### src/sv/wsa_pkg.sv
// Shared widths, limits and types for the weighted signature agreement block.
`default_nettype none
package wsa_pkg;

    localparam int SIG_W  = 16;
    localparam int SUM_W  = 27;
    localparam int FRAC_W = 16;
    localparam int CNT_W  = $clog2(FRAC_W);

    localparam logic [SUM_W-1:0]  SUM_MAX  = {SUM_W{1'b1}};
    localparam logic [FRAC_W-1:0] FRAC_MAX = {FRAC_W{1'b1}};

    // Request from the accumulator to the serial divider.
    typedef struct packed {
        logic             start;
        logic [SUM_W-1:0] match;
        logic [SUM_W-1:0] weight;
    } t_div_req;

endpackage
`default_nettype wire

### src/sv/wsa_div.sv
// Bit-serial restoring divider that turns the two sums into the Q0.16 similarity.
`default_nettype none
module wsa_div (
    input  wire                              i_clk,
    input  wire                              i_rst_n,
    input  wire wsa_pkg::t_div_req           i_req,
    input  wire                              i_ready,
    output logic                             o_busy,
    output logic                             o_valid,
    output logic [wsa_pkg::FRAC_W-1:0]       o_similarity,
    output logic                             o_zero_weight
);

    typedef enum logic [1:0] {
        S_IDLE,
        S_PREP,
        S_DIV,
        S_DONE
    } t_state;

    t_state                       r_state;
    logic [wsa_pkg::SUM_W-1:0]    r_num;
    logic [wsa_pkg::SUM_W-1:0]    r_den;
    logic [wsa_pkg::SUM_W-1:0]    r_rem;
    logic [wsa_pkg::FRAC_W-1:0]   r_quo;
    logic [wsa_pkg::CNT_W-1:0]    r_cnt;
    logic                         r_zero;

    logic [wsa_pkg::SUM_W:0]      twice;
    logic [wsa_pkg::SUM_W:0]      den_ext;
    logic [wsa_pkg::SUM_W:0]      diff0;
    logic [wsa_pkg::SUM_W:0]      rem2;
    logic [wsa_pkg::SUM_W:0]      rem_sub;
    logic                         rem_ge;

    always_comb begin
        twice   = {r_num, 1'b0};
        den_ext = {1'b0, r_den};
        diff0   = twice - den_ext;
        rem2    = {r_rem, 1'b0};
        rem_sub = rem2 - den_ext;
        rem_ge  = (rem2 >= den_ext);
    end

    always_ff @(posedge i_clk) begin
        if (!i_rst_n) begin
            r_state <= S_IDLE;
            r_cnt   <= '0;
            r_zero  <= 1'b0;
        end else begin
            unique case (r_state)
                S_IDLE: begin
                    if (i_req.start) begin
                        r_num   <= i_req.match;
                        r_den   <= i_req.weight;
                        r_state <= S_PREP;
                    end
                end
                S_PREP: begin
                    r_cnt  <= '0;
                    r_zero <= 1'b0;
                    if (r_den == '0) begin
                        r_zero  <= 1'b1;
                        r_quo   <= '0;
                        r_state <= S_DONE;
                    end else if (r_num == r_den) begin
                        // Every row agreed: the exact value 1.0 saturates.
                        r_quo   <= wsa_pkg::FRAC_MAX;
                        r_state <= S_DONE;
                    end else if (twice > den_ext) begin
                        r_rem   <= diff0[wsa_pkg::SUM_W-1:0];
                        r_state <= S_DIV;
                    end else begin
                        r_quo   <= '0;
                        r_state <= S_DONE;
                    end
                end
                S_DIV: begin
                    // The remainder stays below the divisor, so it fits SUM_W bits.
                    r_rem <= rem_ge ? rem_sub[wsa_pkg::SUM_W-1:0]
                                    : rem2[wsa_pkg::SUM_W-1:0];
                    r_quo <= {r_quo[wsa_pkg::FRAC_W-2:0], rem_ge};
                    r_cnt <= r_cnt + 1'b1;
                    if (r_cnt == wsa_pkg::CNT_W'(wsa_pkg::FRAC_W - 1)) begin
                        r_state <= S_DONE;
                    end
                end
                S_DONE: begin
                    if (i_ready) begin
                        r_state <= S_IDLE;
                    end
                end
                default: r_state <= S_IDLE;
            endcase
        end
    end

    assign o_busy        = (r_state != S_IDLE);
    assign o_valid       = (r_state == S_DONE);
    assign o_similarity  = r_quo;
    assign o_zero_weight = r_zero;

endmodule
`default_nettype wire

### src/sv/weighted_signature_agreement.sv
// Weighted signature agreement: one row accumulated per cycle, serial divide per signature.
// A result is valid once the divider has passed its setup state and the serial quotient
// steps, or straight after setup when the weight is zero, all rows agree or agreement is at most half.
// Throughput: one row per cycle; a last row waits while the divider still holds the
// previous signature, and the divider then paces the signatures.
// Reset (synchronous, active low) clears both sums and returns the divider to idle.
`default_nettype none
module weighted_signature_agreement (
    input  wire                            i_clk,
    input  wire                            i_rst_n,
    input  wire                            i_valid,
    output logic                           o_ready,
    input  wire [wsa_pkg::SIG_W-1:0]       i_sig_a,
    input  wire [wsa_pkg::SIG_W-1:0]       i_sig_b,
    input  wire [wsa_pkg::SIG_W-1:0]       i_cost_a,
    input  wire [wsa_pkg::SIG_W-1:0]       i_cost_b,
    input  wire                            i_last_row,
    output logic                           o_valid,
    input  wire                            i_ready,
    output logic [wsa_pkg::FRAC_W-1:0]     o_similarity,
    output logic                           o_zero_weight
);

    logic [wsa_pkg::SUM_W-1:0] r_match;
    logic [wsa_pkg::SUM_W-1:0] r_weight;
    logic [wsa_pkg::SUM_W-1:0] n_match;
    logic [wsa_pkg::SUM_W-1:0] n_weight;

    logic [wsa_pkg::SIG_W-1:0] sig_a_c;
    logic [wsa_pkg::SIG_W-1:0] sig_b_c;
    logic [wsa_pkg::SIG_W-1:0] mag_a;
    logic [wsa_pkg::SIG_W-1:0] mag_b;
    logic [wsa_pkg::SIG_W:0]   row_w;
    logic [wsa_pkg::SUM_W:0]   sum_m;
    logic [wsa_pkg::SUM_W:0]   sum_w;
    logic                      agree;
    logic                      xfer;
    logic                      div_busy;
    wsa_pkg::t_div_req         div_req;

    always_comb begin
        sig_a_c = i_sig_a[wsa_pkg::SIG_W-1] ? '0 : i_sig_a;
        sig_b_c = i_sig_b[wsa_pkg::SIG_W-1] ? '0 : i_sig_b;
        // Two's complement negate; the most negative code maps to its magnitude.
        mag_a   = i_cost_a[wsa_pkg::SIG_W-1] ? (~i_cost_a + 1'b1) : i_cost_a;
        mag_b   = i_cost_b[wsa_pkg::SIG_W-1] ? (~i_cost_b + 1'b1) : i_cost_b;
        row_w   = {1'b0, mag_a} + {1'b0, mag_b};
        agree   = (sig_a_c == sig_b_c);

        sum_w   = {1'b0, r_weight} + (wsa_pkg::SUM_W+1)'(row_w);
        sum_m   = {1'b0, r_match} + (wsa_pkg::SUM_W+1)'(row_w);
        n_weight = sum_w[wsa_pkg::SUM_W] ? wsa_pkg::SUM_MAX : sum_w[wsa_pkg::SUM_W-1:0];
        if (agree) begin
            n_match = sum_m[wsa_pkg::SUM_W] ? wsa_pkg::SUM_MAX : sum_m[wsa_pkg::SUM_W-1:0];
        end else begin
            n_match = r_match;
        end
    end

    // A last row may only transfer when the divider is free to take its sums.
    assign o_ready = !div_busy || !i_last_row;
    assign xfer    = i_valid && o_ready;

    always_comb begin
        div_req.start  = xfer && i_last_row;
        div_req.match  = n_match;
        div_req.weight = n_weight;
    end

    always_ff @(posedge i_clk) begin
        if (!i_rst_n) begin
            r_match  <= '0;
            r_weight <= '0;
        end else if (xfer) begin
            if (i_last_row) begin
                r_match  <= '0;
                r_weight <= '0;
            end else begin
                r_match  <= n_match;
                r_weight <= n_weight;
            end
        end
    end

    wsa_div u_div (
        .i_clk         (i_clk),
        .i_rst_n       (i_rst_n),
        .i_req         (div_req),
        .i_ready       (i_ready),
        .o_busy        (div_busy),
        .o_valid       (o_valid),
        .o_similarity  (o_similarity),
        .o_zero_weight (o_zero_weight)
    );

    a_match_le_weight: assert property (@(posedge i_clk) disable iff (!i_rst_n)
        r_match <= r_weight)
        else $error("match sum exceeds weight sum");

    a_clear_on_last: assert property (@(posedge i_clk) disable iff (!i_rst_n)
        xfer && i_last_row |=> (r_match == '0) && (r_weight == '0))
        else $error("sums not cleared after last row");

    a_start_busy: assert property (@(posedge i_clk) disable iff (!i_rst_n)
        xfer && i_last_row |=> div_busy && !o_valid)
        else $error("divider did not start on last row");

    a_zero_result: assert property (@(posedge i_clk) disable iff (!i_rst_n)
        o_valid && o_zero_weight |-> o_similarity == '0)
        else $error("zero weight with nonzero similarity");

endmodule
`default_nettype wire
### config.mk
export PLATFORM = sky130hd
export DESIGN_NAME = weighted_signature_agreement
export DESIGN_NICKNAME = d
export VERILOG_FILES = /design/src/sv/wsa_pkg.sv /design/src/sv/wsa_div.sv /design/src/sv/weighted_signature_agreement.sv
export SDC_FILE = /design/constraint.sdc
export NUM_CORES = 1
export LEC_CHECK = 0
export BUFFER_PORTS_ARGS = -buffer_cell sky130_fd_sc_hd__buf_2
export CAP_MARGIN = 20
export CORE_UTILIZATION = 51
export DETAILED_ROUTE_END_ITERATION = 8
export PLACE_DENSITY = 0.73
export SLEW_MARGIN = 40
export SYNTH_ARGS = -nofsm -noshare
export SYNTH_HDL_FRONTEND = slang
export SYNTH_SLANG_ARGS = --single-unit
export TNS_END_PERCENT = 30
### constraint.sdc
create_clock -name i_clk -period 5.5 [get_ports i_clk]
set_input_delay 0 -clock i_clk [delete_from_list [all_inputs] [get_ports i_clk]]
set_output_delay 0 -clock i_clk [all_outputs]
set_load 0.1 [all_outputs]
==> impl_metrics.ini <==
[outcome]
outcome = complete, but fails checks
violations = design-rule violations

[global_route]
grt_pass1_wl_um = 56460
antenna_found_initial = 0
grt_pass1_vias = 11262
grt_usage_pct = 26.12
grt_max_degree = 70
grt_overflow = 0

[clock_network]
clock_latency_ps = 430
clk_path_buf_depth = 2
root_buffer = clkbuf_16
cts_max_level = 4
cts_tree = built
cts_resized = 0
clkTransAtPathRegs_ps = 70
cts_buffers = 17
numClockSinks = 158

[min_path]
holdPathEnd = r_weight[23]$_SDFFE_PN0P_
hold_class = in -> reg
hold_start = i_last_row
hold-path-cell-count = 3

[critical_path]
reg2reg_from = u_div.r_den[0]$_DFFE_PP_
r2r_cells = 10
path_max_fanout = 8
cp.required_ps = 5820
reg2reg_to = u_div.r_rem[6]$_DFFE_PP_
rrSetupSlack_ps = 1740
worst-setup-path-type = in -> reg
end_kind = flop
cp-start-kind = input pin
cp_data_arrival_time_ps = 5310

[die]
core_um2 = 26130
die_w_um = 165.3
initial_core_util_pct = 52.07
rows = 59
die_area_um2 = 27340
pin_count = 88
die-height_um = 165.3

[synthesis]
async_flop_share_pct = 0
ys_seq_area_share_pct = 30.38
syn-mean-instance-area_um2 = 8.695
ys_types = 101
synthFlopType = edfxtp_1
synth-seq-cells = 158
synth_edf_count = 97
yosysWarnings = 0
synth_cells = 1565
synthesis.nets = 1752
synthesis.area_um2 = 13610

[route]
routed_wl_um = 35100
vias_per_cell = 6.153
wl_per_cell_um = 17.67
drt_iter0_drc = 928
drt.antenna.violating_nets = 0
route.detailed.drc = 4
vias = 12220
drt_first_pass_iters = 7

[timing]
rsz0062_at_grt = no
period_share_pct = 90.82
slew-limit-headroom_pct = 44.33
fin_crit_ps = 4995
hold_ws_ps = 77.88
final-setup-viol-count = 0
timing.fmax_mhz = 200.2
worstMarginPinSlew_ps = 835.0
hold_viol = 0
setup_slack_ps = 504.8
finalSetupTns_ps = 0
fin_worst_skew_ps = 9.629
slew_viol_final = 0

[power_and_ir_drop]
clock_power_share_pct = 25.3
internal_power_w = 0.002801
p_seq_share_pct = 32.0
p_switching_w = 0.001809
p_leak_nw = 6.221
combPwrFrac_pct = 42.7
power_density_nw_per_um2 = 309.1
swShare_pct = 39.23
vdd_drop_max_mv = 0.2397

[cells_and_area]
most-common-layout-cells = nor2_1 (146), nand2_1 (126), ha_1 (112), a21oi_1 (97), edfxtp_1 (97)
drive_gt1_share_pct = 11.21
n_antenna_cell = 0
final_area_um2 = 14910
fillers = 2367
final_util_pct = 57.07
layout_commonest_cell = nor2_1
nets = 1825
syn_to_final_growth_pct = 9.590

[place]
detailed_place_hpwl_um = 27450
io_buffers = 87
post-place-ws_ps = 130.1
dpl_cell_area_um2 = 14320
place_congestion = 0.9592

[run]
drv_cap = 0
## power by group through the flow
stage | clock network, W | logic [W] | registers [W]
4_1_cts | 0.00117 | 0.00194 | 0.00148
2_1_floorplan | 0 | 0.00143 | 0.00159
3_5_place_dp | 0 | 0.00193 | 0.00150
5_1_grt | 0.00123 | 0.00216 | 0.00149
3_3_place_gp | 0 | 0.00190 | 0.00150
6_report | 0.00117 | 0.00197 | 0.00148
## how the worst max path moves through the flow
stage	cells after the start	slack, ps	end	start
final	19	500	r_weight[15]$_SDFFE_PN0P_	i_cost_a[5]
after global routing	24	30	r_match[20]$_SDFFE_PN0P_	i_cost_a[0]
after CTS	19	570	r_weight[15]$_SDFFE_PN0P_	i_cost_a[5]
after detailed placement	19	130	r_weight[15]$_SDFFE_PN0P_	i_cost_a[5]
after global placement	19	220	r_weight[15]$_SDFFE_PN0P_	i_cost_a[5]
after floorplan	22	1040	u_div.r_num[19]$_DFFE_PP_	i_cost_a[0]
## synthesized netlist by cell type (7+ instances only)
cell type  number  share of area (%)
nand4_1        24                1.1
inv_1          63                1.7
xor2_1         44                2.8
ha_1          113                 10
a21oi_1        98                3.6
nand3b_1        7               0.39
buf_2           9               0.33
a21o_1         53                2.9
or3_1          17               0.78
nor4bb_1        7               0.51
nand2_1       127                3.5
o211ai_1       10               0.55
xnor2_1        85                5.5
and2_1         18               0.83
mux2i_1        17                1.3
o21bai_1        7               0.39
o31ai_1        14               0.77
and3_1         18               0.83
o22ai_1         7               0.32
clkbuf_1       22               0.61
nor4_1         15               0.69
nand3_1        42                1.5
a22o_1         17                1.1
nor3_1         41                1.5
o21ai_0        74                2.7
nand2b_1       36                1.7
nor2_1        147                4.1
nor2b_1        14               0.64
edfxtp_1       97                 21
o21a_1         27                1.5
a211oi_1       18               0.99
dfxtp_1        61                9.0
a31oi_1        42                1.9
## cells by family (layout without fill, tap and decap cells)
kind of cell    count (synthesis)  in the layout  share of synthesized area [%]
fa+ha+maj                     118            118                          11.13
flops                         158            158                          30.38
mux                            24             24                          1.857
compound gates                472            472                          23.89
xor+xnor                      129            129                          8.303
simple gates                  554            554                          20.65
buf+inv                       110            196                          3.797
## stage by stage
stage               cells  total power (W)
floorplan            1565         0.003015
global placement     1951         0.003398
detailed placement   1952         0.003431
CTS                  1986         0.004593
global route         1986         0.004875
finish               1986         0.004610
## metal layers
| layer | up-vias | track usage [%] | wire length [µm] |
|---|---|---|---|
| li1 | 6018 | - | - |
| met1 | 5712 | 34.85 | 15890 |
| met2 | 422 | 43.12 | 16240 |
| met3 | 68 | 3.297 | 2005 |
| met4 | 0 | 9.669 | 956 |
| met5 | - | 0 | 0 |
## repair_timing
| action | 4_1_cts | 5_1_grt |
|---|---|---|
| endpoints found under the hold margin | 2 | 0 |
| hold buffers | 2 | 0 |
| setup buffers | 0 | 0 |
## registers in the layout (all words and copies together) (netlist names), 2 cells and up
name and count:
u_div.r_den 27, u_div.r_cnt 4, u_div.r_rem 27, u_div.r_state 2, u_div.r_num 27, r_weight 27
r_match 27, u_div.o_similarity 16
## critical path, stage by stage
cell and delay [ps]:
buf_2 120, or4_1 590, nor4_1 300, nand3b_1 160, or2_2 310, o21ai_0 190
xnor2_1 100, ha_1 370, and3_1 190, a211o_1 290, a21oi_1 170, xnor2_1 290
ha_1 430, a211oi_1 470, o311ai_1 340, nand2_2 200, nor2_1 160, or3_1 430
a22o_1 210
## final cells by class
cell class                 count  area [µm²]  share of cell area, %
multi-input combinational   1297        8996                  60.32
sequential                   158        4134                  27.72
timing repair buffer         101       553.0                  3.708
clock buffer                  22       495.5                  3.322
tap                          335       419.2                  2.811
inverter                      63       236.5                  1.586
clock inverter                10       78.83                 0.5286
(Power assumes the default switching activity.)
